### src/rtl/varint_zigzag_encoder_macros.svh
// Assertion macros shared by the varint encoder RTL.
`ifndef VARINT_ZIGZAG_ENCODER_MACROS_SVH
`define VARINT_ZIGZAG_ENCODER_MACROS_SVH

// Checked on every rising clk_i edge, muted while rst_ni is low.
`define VZE_ASSERT(name, prop) \
  name: assert property (@(posedge clk_i) disable iff (!rst_ni) prop) \
    else $error("vze assertion failed");

// Checked on every rising clk_i edge, also during reset.
`define VZE_ASSERT_ALWAYS(name, prop) \
  name: assert property (@(posedge clk_i) prop) \
    else $error("vze assertion failed");

`endif

### src/rtl/vze_pkg.sv
`timescale 1ns / 1ps
// ---------------------------------------------------------------------------
// vze_pkg
// Types and constants for the zigzag varint encoder.
// ---------------------------------------------------------------------------
package vze_pkg;

  localparam int unsigned GroupLimit = 8;
  localparam int unsigned CntW       = $clog2(GroupLimit + 1);

  typedef enum logic [2:0] {
    KIND_INT16  = 3'd0,
    KIND_UINT16 = 3'd1,
    KIND_INT32  = 3'd2,
    KIND_UINT32 = 3'd3,
    KIND_INT64  = 3'd4,
    KIND_UINT64 = 3'd5
  } kind_e;

  typedef struct packed {
    logic [63:0] value;
    logic [2:0]  value_kind;
    logic        last_value;
  } in_beat_t;

  typedef struct packed {
    logic [7:0] out_byte;
    logic       last_byte;
    logic       end_of_call;
    logic       bad_kind;
  } out_beat_t;

  // One classified item as queued between front and back.
  typedef struct packed {
    logic [63:0] mapped;
    logic        bad;
    logic        last_value;
  } job_t;

endpackage

### src/rtl/vze_front.sv
`timescale 1ns / 1ps
// ---------------------------------------------------------------------------
// vze_front
// Decodes the kind and zigzag-maps the signed kinds within their width.
// ---------------------------------------------------------------------------
module vze_front (
  input  vze_pkg::in_beat_t beat_i,
  output vze_pkg::job_t     job_o
);
  import vze_pkg::*;

  logic s;

  always_comb begin
    job_o.last_value = beat_i.last_value;
    job_o.bad        = 1'b0;
    job_o.mapped     = '0;
    s                = 1'b0;
    case (beat_i.value_kind)
      KIND_INT16: begin
        s            = beat_i.value[15];
        job_o.mapped = {48'd0, beat_i.value[14:0] ^ {15{s}}, s};
      end
      KIND_UINT16: job_o.mapped = {48'd0, beat_i.value[15:0]};
      KIND_INT32: begin
        s            = beat_i.value[31];
        job_o.mapped = {32'd0, beat_i.value[30:0] ^ {31{s}}, s};
      end
      KIND_UINT32: job_o.mapped = {32'd0, beat_i.value[31:0]};
      KIND_INT64: begin
        s            = beat_i.value[63];
        job_o.mapped = {beat_i.value[62:0] ^ {63{s}}, s};
      end
      KIND_UINT64: job_o.mapped = beat_i.value;
      default:     job_o.bad    = 1'b1;
    endcase
  end

endmodule

### src/rtl/vze_fifo.sv
`timescale 1ns / 1ps
// ---------------------------------------------------------------------------
// vze_fifo
// Small register queue of classified jobs between front and back.
// ---------------------------------------------------------------------------
`include "varint_zigzag_encoder_macros.svh"

module vze_fifo #(
  parameter int unsigned Depth = 2
) (
  input  logic          clk_i,
  input  logic          rst_ni,
  input  logic          push_i,
  input  vze_pkg::job_t data_i,
  output logic          full_o,
  input  logic          pop_i,
  output logic          valid_o,
  output vze_pkg::job_t data_o
);
  import vze_pkg::*;

  localparam int unsigned AddrW = (Depth > 1) ? $clog2(Depth) : 1;
  localparam int unsigned CntW2 = $clog2(Depth + 1);

  job_t             mem_q [Depth];
  logic [AddrW-1:0] wr_ptr_q, wr_ptr_d, rd_ptr_q, rd_ptr_d;
  logic [CntW2-1:0] count_q, count_d;

  function automatic logic [AddrW-1:0] ptr_inc(input logic [AddrW-1:0] p);
    ptr_inc = (p == AddrW'(Depth - 1)) ? '0 : p + 1'b1;
  endfunction

  assign full_o  = (count_q == CntW2'(Depth));
  assign valid_o = (count_q != '0);
  assign data_o  = mem_q[rd_ptr_q];

  always_comb begin
    wr_ptr_d = push_i ? ptr_inc(wr_ptr_q) : wr_ptr_q;
    rd_ptr_d = pop_i  ? ptr_inc(rd_ptr_q) : rd_ptr_q;
    count_d  = count_q;
    if (push_i && !pop_i) begin
      count_d = count_q + 1'b1;
    end else if (!push_i && pop_i) begin
      count_d = count_q - 1'b1;
    end
  end

  always_ff @(posedge clk_i or negedge rst_ni) begin
    if (!rst_ni) begin
      wr_ptr_q <= '0;
      rd_ptr_q <= '0;
      count_q  <= '0;
    end else begin
      wr_ptr_q <= wr_ptr_d;
      rd_ptr_q <= rd_ptr_d;
      count_q  <= count_d;
    end
  end

  always_ff @(posedge clk_i) begin
    if (push_i) begin
      mem_q[wr_ptr_q] <= data_i;
    end
  end

  `VZE_ASSERT(a_no_overflow, full_o |-> !push_i || pop_i)
  `VZE_ASSERT(a_no_underflow, pop_i |-> valid_o)
  `VZE_ASSERT(a_count_bound, count_q <= CntW2'(Depth))

endmodule

### src/rtl/vze_back.sv
`timescale 1ns / 1ps
// ---------------------------------------------------------------------------
// vze_back
// Serializes a queued job to 7-bit groups, one byte per cycle unless stalled.
// ---------------------------------------------------------------------------
`include "varint_zigzag_encoder_macros.svh"

module vze_back (
  input  logic               clk_i,
  input  logic               rst_ni,
  input  logic               job_valid_i,
  input  vze_pkg::job_t      job_i,
  output logic               job_pop_o,
  output logic               out_valid_o,
  input  logic               out_ready_i,
  output vze_pkg::out_beat_t out_o
);
  import vze_pkg::*;

  logic            busy_q, busy_d;
  logic [CntW-1:0] cnt_q, cnt_d;
  logic [63:0]     rest_q, rest_d;
  logic            lastv_q, lastv_d;
  logic            out_valid_q, out_valid_d;
  out_beat_t       out_q, out_d;

  logic            can_emit, emit;
  logic [63:0]     src;
  logic [CntW-1:0] src_cnt;
  logic            src_last_value, more, ninth, last;

  // Source is the job in flight, or the queue head when starting a new one.
  assign src            = busy_q ? rest_q  : job_i.mapped;
  assign src_cnt        = busy_q ? cnt_q   : '0;
  assign src_last_value = busy_q ? lastv_q : job_i.last_value;
  assign more           = |src[63:7];
  assign ninth          = (src_cnt == CntW'(GroupLimit));
  assign last           = ninth || !more;

  assign can_emit  = !out_valid_q || out_ready_i;
  assign emit      = can_emit && (busy_q || job_valid_i);
  assign job_pop_o = emit && !busy_q;

  always_comb begin
    busy_d      = busy_q;
    cnt_d       = cnt_q;
    rest_d      = rest_q;
    lastv_d     = lastv_q;
    out_d       = out_q;
    out_valid_d = out_valid_q && !out_ready_i;
    if (emit) begin
      out_valid_d = 1'b1;
      if (!busy_q && job_i.bad) begin
        out_d = '{out_byte: 8'd0, last_byte: 1'b0,
                  end_of_call: job_i.last_value, bad_kind: 1'b1};
      end else begin
        out_d.out_byte    = ninth ? src[7:0] : {more, src[6:0]};
        out_d.last_byte   = last;
        out_d.end_of_call = last && src_last_value;
        out_d.bad_kind    = 1'b0;
        busy_d            = !last;
        cnt_d             = src_cnt + 1'b1;
        rest_d            = {7'd0, src[63:7]};
        lastv_d           = src_last_value;
      end
    end
  end

  always_ff @(posedge clk_i or negedge rst_ni) begin
    if (!rst_ni) begin
      busy_q      <= 1'b0;
      cnt_q       <= '0;
      out_valid_q <= 1'b0;
    end else begin
      busy_q      <= busy_d;
      cnt_q       <= cnt_d;
      out_valid_q <= out_valid_d;
    end
  end

  always_ff @(posedge clk_i) begin
    rest_q  <= rest_d;
    lastv_q <= lastv_d;
    out_q   <= out_d;
  end

  assign out_valid_o = out_valid_q;
  assign out_o       = out_q;

  `VZE_ASSERT(a_group_bound, busy_q |-> cnt_q <= CntW'(GroupLimit))
  `VZE_ASSERT(a_ninth_is_last, (emit && busy_q && ninth) |=> !busy_q)
  `VZE_ASSERT(a_bad_beat_clean, (out_valid_o && out_o.bad_kind) |-> (!out_o.last_byte && out_o.out_byte == 8'd0))

endmodule

### src/rtl/varint_zigzag_encoder.sv
`timescale 1ns / 1ps
// ---------------------------------------------------------------------------
// varint_zigzag_encoder
// Zigzag + base-128 varint encoder, one value in, one to nine bytes out.
// ---------------------------------------------------------------------------
// Usage:
//   Input channel (in_valid_i/in_ready_o/in_i) takes one beat per value: raw
//   bits, a kind (signed/unsigned, 16/32/64 bit) and a last_value mark.
//   Output channel (out_valid_o/out_ready_i/out_o) gives one beat per byte,
//   low group first; last_byte flags the final byte of a value, end_of_call
//   the final byte of a value marked last_value. An invalid kind gives a
//   single beat with bad_kind set and a zero byte.
//   Each input beat is registered in the job queue and each byte in the
//   serializer's output register. The back-end serializer bounds the rate:
//   it emits one byte per cycle while the receiver is ready and starts the
//   next value once the last byte of the previous one is produced.
//   A QueueDepth-entry job queue sits between the classifier and the
//   serializer, so the input keeps accepting while bytes are pending.
//   Reset empties the queue and the output register; no clearing pass.
//   When the receiver stalls, the output beat holds, the serializer waits,
//   and in_ready_o drops once the queue is full.
// ---------------------------------------------------------------------------
module varint_zigzag_encoder #(
  parameter int unsigned QueueDepth = 2
) (
  input  logic               clk_i,
  input  logic               rst_ni,
  input  logic               in_valid_i,
  output logic               in_ready_o,
  input  vze_pkg::in_beat_t  in_i,
  output logic               out_valid_o,
  input  logic               out_ready_i,
  output vze_pkg::out_beat_t out_o
);
  import vze_pkg::*;

  job_t front_job;
  job_t head_job;
  logic q_full, q_valid, q_pop, q_push;

  // Front: kind decode and zigzag mapping, straight into the queue.
  vze_front u_front (
    .beat_i (in_i),
    .job_o  (front_job)
  );

  assign in_ready_o = !q_full;
  assign q_push     = in_valid_i && !q_full;

  vze_fifo #(
    .Depth (QueueDepth)
  ) u_fifo (
    .clk_i   (clk_i),
    .rst_ni  (rst_ni),
    .push_i  (q_push),
    .data_i  (front_job),
    .full_o  (q_full),
    .pop_i   (q_pop),
    .valid_o (q_valid),
    .data_o  (head_job)
  );

  // Back: byte serializer with its own output register.
  vze_back u_back (
    .clk_i       (clk_i),
    .rst_ni      (rst_ni),
    .job_valid_i (q_valid),
    .job_i       (head_job),
    .job_pop_o   (q_pop),
    .out_valid_o (out_valid_o),
    .out_ready_i (out_ready_i),
    .out_o       (out_o)
  );

endmodule
### config.mk
export PLATFORM = sky130hd
export DESIGN_NAME = varint_zigzag_encoder
export DESIGN_NICKNAME = d
export VERILOG_FILES = /design/src/rtl/vze_pkg.sv /design/src/rtl/vze_front.sv /design/src/rtl/vze_fifo.sv /design/src/rtl/vze_back.sv /design/src/rtl/varint_zigzag_encoder.sv
export VERILOG_INCLUDE_DIRS = /design/src /design/src/rtl
export SDC_FILE = /design/constraint.sdc
export NUM_CORES = 1
export LEC_CHECK = 0
export BUFFER_PORTS_ARGS = -buffer_cell sky130_fd_sc_hd__buf_2
export CORE_MARGIN = 8
export CORE_UTILIZATION = 40
export DETAILED_ROUTE_END_ITERATION = 6
export SLEW_MARGIN = 25
export SYNTH_ARGS = -nofsm -noshare
export SYNTH_HDL_FRONTEND = slang
export SYNTH_HIERARCHICAL = 1
export SYNTH_SLANG_ARGS = --single-unit
export TNS_END_PERCENT = 10
### constraint.sdc
create_clock -name clk_i -period 3.85 [get_ports clk_i]
set_input_delay 0.1925 -clock clk_i [delete_from_list [all_inputs] [get_ports clk_i]]
set_output_delay 0.1925 -clock clk_i [all_outputs]
set_load 0.02 [all_outputs]
==> results of run 1 <==
sequential cells by signal, indices dropped and copies added, names as in the netlist:
signal,cells
u_back/busy_q,1
u_back/cnt_q,4
u_back/lastv_q,1
u_back/out_o,11
u_back/out_valid_o,1
u_back/rest_q,57
u_fifo/count_q,2
u_fifo/mem_q,132
u_fifo/rd_ptr_q,1
u_fifo/wr_ptr_q,1
cells by family (layout without fill, tap and decap cells):
family                     count (synthesis)  count (layout)  synth area share (%)
AOI/OAI and AO/OA                        142             142                 8.430
xor gates and xnor gates                 105             105                 8.385
adders and majority gates                  3               3                0.3423
buffers and inverters                     78             150                 3.879
DFF                                      211             211                 57.31
muxes                                    118             118                 13.24
and+or+nand+nor                          188             188                 8.408
what timing repair did:
item                      in CTS  in global routing
hold buffers                   2                  0
resized for setup              0                  0
setup buffers                  0                  0
hold endpoints to repair      12                  0
layer usage:
metal / GRT usage, % / part of all wire, %
met1: 20.83 / 50
met3: 1.976 / 3.9
met5: 0 / 0
met2: 22.41 / 45
met4: 3.313 / 1.3
final cells by class:
type | count | area, µm² | share of cell area [%]
tap | 341 | 426.7 | 3.490
clock inverter | 12 | 67.56 | 0.5527
clock buffer | 28 | 573.1 | 4.687
multi-input combinational | 556 | 4265 | 34.89
timing repair buffer | 101 | 568.0 | 4.646
inverter | 9 | 33.78 | 0.2763
sequential | 211 | 6291 | 51.46
placed cells by master, fill, tap and decap left out, types with 5 or more instances in the layout:
| cell type | count |
|---|---|
| edfxtp_1 | 201 |
| mux2_2 | 87 |
| buf_2 | 83 |
| nor2_1 | 74 |
| xor2_1 | 66 |
| xnor2_1 | 39 |
| a22oi_1 | 38 |
| o21ai_0 | 37 |
| nand2_1 | 35 |
| a21oi_1 | 34 |
| mux2_4 | 30 |
| clkbuf_16 | 22 |
| nor4_1 | 17 |
| buf_4 | 15 |
| nor2b_1 | 14 |
| nand2b_1 | 12 |
| nor3_1 | 9 |
| inv_1 | 8 |
| dfrtp_1 | 8 |
| a2bb2oi_1 | 8 |
| o21ai_1 | 7 |
| clkbuf_1 | 6 |
| clkinv_1 | 6 |
| nand3_1 | 5 |
| a22oi_2 | 5 |
worst max-delay path by stage:
stage	from	end	slack (ns)
2_1_floorplan	u_fifo/rd_ptr_q	u_back/lastv_q	0.81
3_3_place_gp	u_fifo/rd_ptr_q	u_back/out_o[10]	0.93
3_5_place_dp	u_fifo/rd_ptr_q	u_back/out_o[10]	0.87
4_1_cts	u_fifo/rd_ptr_q	u_back/out_o[10]	0.85
5_1_grt	u_fifo/rd_ptr_q	u_back/out_o[10]	0.70
6_report	u_fifo/rd_ptr_q	u_back/out_o[10]	0.86
worst max-delay path: cells and delay by family, from the launching register on:
family / cells / cell delay (ns)
simple gates: 3 / 0.86
mux: 1 / 0.34
flops: 1 / 0.62
compound gates: 3 / 0.47
buf+inv: 1 / 0.43
power by group:
| group | switching [mW] | leakage, nW | total [mW] | internal, mW |
|---|---|---|---|---|
| logic | 1.42 | 2.02 | 2.65 | 1.23 |
| registers | 0.431 | 2.05 | 4.01 | 3.58 |
| clock network | 0.839 | 0.314 | 1.90 | 1.06 |
| total | 2.69 | 4.38 | 8.56 | 5.86 |
==> metrics.md, run 1 <==
| Metric | Value |
|---|---|
| Vias in the first global route | 6708 |
| Util after Layout | 45.36% |
| Max Transition Viols Final | 0 |
| R2R Path End | u_back/out_o[10] |
| Min Tclk post-route | 2.989 ns |
| Crit-path max cell delay | 0.62 ns |
| Crit. End Element | flip-flop |
| DR pass1 iterations | 4 |
| Unrepaired setup endpoints after global routing | false |
| Post-detailed-routing wire length | 24220 µm |
| Slowest cell on crit path | dfrtp_4 |
| Aggregate global-route resource usage | 14.35% |
| Instance count of the mapped netlist | 845 |
| Worst slew pin tran | 0.9239 ns |
| Crit share post-route | 77.65% |
| H-tree Lvls | 1 |
| Min-Delay Path Class | in2reg |
| EDFF count, synth | 201 |
| Req. time, crit path | 4.11 ns |
| Worst hold start | out_ready_i |
| FMAX | 0.3345 GHz |
| Initial drt markers | 393 |
| WP data arrival | 3.25 ns |
| Cell leakage power | 4.381 nW |
| Async S/R FF share, synth | 4.739% |
| Post-Place Worst Slack | 0.8750 ns |
| Worst hold path endpoint | u_back/out_valid_o |
| Max VDD drop | 0.0003252 V |
| Diodes inserted | 0 |
| # fillers | 2412 |
| Synth top cells by count | edfxtp_1 (201), mux2_2 (87), nor2_1 (74), xor2_1 (66), xnor2_1 (39) |
| Crit path cell chain | buf_4 -> mux2_4 -> or4_1 -> nor4_2 -> a21oi_1 -> a211o_1 -> nor2_1 -> a211oi_1 |
| Post-route ant nets | 0 |
| I/O Buffers | 84 |
| Cell accounting for the most synthesized area | edfxtp_1 |
| Vias | 6580 |
| Design Area, Final | 12230 µm² |
| P per Cell Area | 700.0 nW/µm² |
| Initial antenna violation count | 0 |
| Mapped Nets | 920 |
| Worst r2r path cells | 8 |
| Top FF cell, synth | edfxtp_1 |
| Worst skew pair latency | 0.51 ns |
| Root Buffer | clkbuf_16 |
| Largest net degree at the start of global routing | 77 |
| Vias per inst | 5.231 |
| Slew headroom | 38.41% |
| CTS tree | done |
| Final Total Pwr | 8.557 mW |
| Core area | 26950 µm² |
| Worst Hold Slack | 0.04646 ns |
| Area grow syn2layout | 11.46% |
| Endpoints failing hold | 0 |
| CTS buffer count | 22 |
| Post-synthesis instance area | 10970 µm² |
| Final Wtd Congestion | 0.7975 |
| Synth warn | 6 |
| Share of layout cells above drive strength 1 | 28.68% |
| IO Count | 85 |
| Synth cell types | 53 |
| Clock sinks | 211 |
| Seq/Total Area, Yosys | 57.31% |
| Layout Cells excl Fill | 1258 |
| Outcome | finished clean |
| DP Cell Count | 1216 |
| Worst Clk Skew | 0.02285 ns |
| Clock buffer depth | 3 |
| TNS Setup | 0 ns |
| DP Area | 11560 µm² |
| Die width | 181.6 µm |
| Reg-to-reg startpoint | u_fifo/rd_ptr_q |
| Die area | 32970 µm² |
| Maximum fanout along the worst path | 22 |
| R2R setup slack | 0.86 ns |
| Top-area cell type share of the netlist area | 55.03% |
| Final net count | 976 |
| Post-DP HPWL | 17270 µm |
| Wirelength per Cell | 19.25 µm |
| Syn_area_per_cell | 12.98 µm² |
| Synth area leaders | edfxtp_1 (55%), mux2_2 (8.9%), xor2_1 (5.3%) |
| Starting density of the core | 40.70% |
| Hold depth | 3 |
| #FFs+latches synth | 211 |
| First-pass GRT wire length | 38030 µm |
| Final setup viols | 0 |
| Most frequent cell after synthesis | edfxtp_1 |
| Remaining global-route overflow | 0 |
| Final WS setup | 0.8606 ns |
| Site row count | 60 |
| Clk slew on worst S/H paths | 0.06 ns |
| Critical path class | reg2reg |
| DRC viols | 0 |
| Chip height | 181.6 µm |
| CP Launch Type | flip-flop |
| Maxcap violations | 0 |
(Power assumes the default switching activity.)
==> run 2: changes to the inputs <==
Settings changed: ABC_AREA set to 1.
Clock period 3.85 ns to 2.8 ns, I/O delays scaled along.
==> run 2 against run 1 <==
  * Die area is 1.4% higher
  * Flip-flop and latch count stayed put
  * Synthesized cell count up 34%
  * Synthesized area is 1.5% higher
  * First-iteration DRC count increased by 24%
  * Cell count up 28%
  * Sequential power is 31% higher
  * Total power rose by 43%
  * Clock skew shrank 0.012 ns
  * Via count is 17% higher
  * Combinational power up 53%
  * Hold slack got worse by 0.021 ns
  * Critical path type unchanged
  * Critical endpoint unchanged
  * Largest cell class unchanged
==> metrics.md, run 2 <==
| Metric | Value |
|---|---|
| Largest net degree at the start of global routing | 71 (-7.8%) |
| Slew headroom | 56.09% (+18 points) |
| Post-Place Worst Slack | 0.2756 ns (-0.5994 ns) |
| Initial drt markers | 487 (+24%) |
| Min Tclk post-route | 2.489 ns (-0.5007 ns) |
| TNS Setup | 0 ns (unchanged) |
| Async S/R FF share, synth | 4.739% (unchanged) |
| Diodes inserted | 0 (unchanged) |
| Crit share post-route | 88.88% (+11 points) |
| Remaining global-route overflow | 0 (unchanged) |
| Critical path class | reg2reg |
| Max reg flops | 132 (unchanged) |
| Top reg by flops | u_fifo/mem_q |
| Endpoints failing hold | 0 (unchanged) |
| Max Transition Viols Final | 0 (unchanged) |
| FMAX | 0.4018 GHz (+20%) |
| Worst Hold Slack | 0.02511 ns (-0.02135 ns) |
| Top-area cell type share of the netlist area | 54.21% (-0.82 points) |
| Maxcap violations | 0 (unchanged) |
| Vias | 7708 (+17%) |
| Vias per inst | 4.788 (-8.5%) |
| Aggregate global-route resource usage | 15.01% (+0.65 points) |
| DP Area | 11900 µm² (+2.9%) |
| Worst skew pair latency | 0.50 ns (about the same) |
| Worst Clk Skew | 0.01108 ns (-0.01176 ns) |
| Post-synthesis instance area | 11130 µm² (+1.5%) |
| Clock sinks | 211 (unchanged) |
| Root Buffer | clkbuf_16 |
| Worst slew pin tran | 0.6586 ns (-0.2653 ns) |
| Maximum fanout along the worst path | 20 (-9.1%) |
| CP Launch Type | flip-flop |
| WP data arrival | 2.74 ns (-0.51 ns) |
| IO Count | 85 (unchanged) |
| Clk slew on worst S/H paths | 0.06 ns (about the same) |
| Seq/Total Area, Yosys | 56.46% (-0.86 points) |
| Final Wtd Congestion | 0.7858 (-1.5%) |
| Crit. End Element | flip-flop |
| First-pass GRT wire length | 40920 µm (+7.6%) |
| Req. time, crit path | 3.05 ns (-1.06 ns) |
| Die width | 182.8 µm (+0.69%) |
| Wirelength per Cell | 15.69 µm (-18%) |
| I/O Buffers | 84 (unchanged) |
| Top FF cell, synth | edfxtp_1 |
| Synth warn | 6 (unchanged) |
| Starting density of the core | 40.30% (-0.40 points) |
| Synth area leaders | edfxtp_1 (54%), nand2_1 (13%), nor2_1 (4.7%) |
| Core area | 27630 µm² (+2.5%) |
| Post-route ant nets | 0 (unchanged) |
| Design Area, Final | 12680 µm² (+3.7%) |
| Instance count of the mapped netlist | 1136 (+34%) |
| Final setup viols | 0 (unchanged) |
| CTS resizes | 0 (unchanged) |
| Synth top cells by count | nand2_1 (390), edfxtp_1 (201), nor2_1 (138), inv_1 (90) |
| Cell leakage power | 5.520 nW (+26%) |
| Most frequent cell after synthesis | nand2_1 |
| Synth cell types | 32 (-40%) |
| Outcome | finished clean |
| Commonest cells after routing, fill and taps aside | nand2_1 (390), edfxtp_1 (201), nor2_1 (137), inv_1 (89), buf_2 (84) |
| Final WS setup | 0.3113 ns (-0.5493 ns) |
| #FFs+latches synth | 211 (unchanged) |
| Die area | 33430 µm² (+1.4%) |
| Most common cell after layout, fill and taps aside | nand2_1 |
| Initial antenna violation count | 0 (unchanged) |
| Chip height | 182.8 µm (+0.69%) |
| Post-DP HPWL | 17290 µm (about the same) |
| Unrepaired setup endpoints after global routing | false |
| Cell accounting for the most synthesized area | edfxtp_1 |
| DRC viols | 0 (unchanged) |
| Share of layout cells above drive strength 1 | 18.83% (-9.8 points) |
| Mapped Nets | 1211 (+32%) |
| Final net count | 1290 (+32%) |
| Vias in the first global route | 7619 (+14%) |
| Post-detailed-routing wire length | 25270 µm (+4.3%) |
| Area grow syn2layout | 13.91% |
| EDFF count, synth | 201 (unchanged) |
| Max VDD drop | 0.0005404 V (+66%) |
| Syn_area_per_cell | 9.801 µm² (-24%) |
| DR pass1 iterations | 5 (+1) |
| P per Cell Area | 967.4 nW/µm² (+38%) |
| Clock buffer depth | 3 (unchanged) |
| CTS buffer count | 23 (+4.5%) |
| H-tree Lvls | 1 (unchanged) |
| Min-Delay Path Class | in2reg |
| Site row count | 61 (+1.7%) |
| CTS tree | done |
[run 2: changes by cell type after synthesis, sizes merged, moves of 33 or more]
cell,delta
mux2,-51
inv,+88
nand2,+357
nand3,+34
xor2,-33
a22oi,-43
nor2,+66
[run 2: power by group]
| part | internal, mW | leakage, nW | switching, mW |
|---|---|---|---|
| clock network | 1.78 | 0.368 | 1.17 |
| registers | 4.92 | 2.05 | 0.348 |
| logic | 1.53 | 3.10 | 2.52 |
| total | 8.23 | 5.52 | 4.04 |
[run 2: kinds of logic (layout without fill, tap and decap cells)]
logic type	Yosys count	count (layout)	share of synthesized area (%)
compound gates	60	60	3.450
xor+xnor	66	66	5.192
fa+ha+maj	3	3	0.3372
buf+inv	153	249	6.641
flops	211	211	56.46
mux	66	66	7.686
simple gates	577	577	20.24
[run 2: worst paths after layout]
path                              startpoint  cells past startpoint                  end  slack [ns]
max                          u_fifo/rd_ptr_q                     12     u_back/out_o[10]        0.31
min                                 in_i[34]                      3  u_fifo/mem_q[1][32]        0.03
max reg2reg                  u_fifo/rd_ptr_q                     12     u_back/out_o[10]        0.31
min reg2reg                u_fifo/count_q[1]                      2    u_fifo/count_q[1]        0.47
max in group asynchronous             rst_ni                      2      u_fifo/rd_ptr_q        2.53
min in group asynchronous             rst_ni                      2      u_back/cnt_q[3]        0.05
[run 2: area by class of cell]
type	count	area (µm²)
timing repair buffer	108	685.7
fill	2645	14950
clock inverter	16	156.4
sequential	211	6291
inverter	99	374.1
tap	378	473.0
multi-input combinational	772	4116
clock buffer	26	586.8
[run 2: per-stage QoR]
stage,utilization [%],instances,total power [mW]
floorplan,-,1136,8.254
global placement,43.07,1564,9.371
detailed placement,43.07,1564,9.416
CTS,45.91,1610,12.41
global route,45.91,1610,13.04
finish,45.91,1610,12.27
[run 2: critical path, cell delays in order (launching register included)]
cell     delay, ns
dfrtp_4       0.63
buf_12        0.24
mux2_4        0.32
nand2_1       0.08
nand2_1       0.09
nor2_1        0.13
nand2_1       0.07
nor2_1        0.20
nand2_1       0.07
nor2_1        0.11
nand2_1       0.12
nand2_2       0.10
a21oi_1       0.06
[run 2: what timing repair did]
action                                  CTS  global route
hold buffers                              4             0
hold endpoints to repair                 15             0
endpoints found under the setup margin    0             0
buffers inserted                          0             0
[run 2: metal layers]
metal  global-route usage, %  routed length, µm
met1                   21.23              12020
met2                   24.28              11500
met3                   2.058               1455
met4                   3.253                297
met5                       0                  0
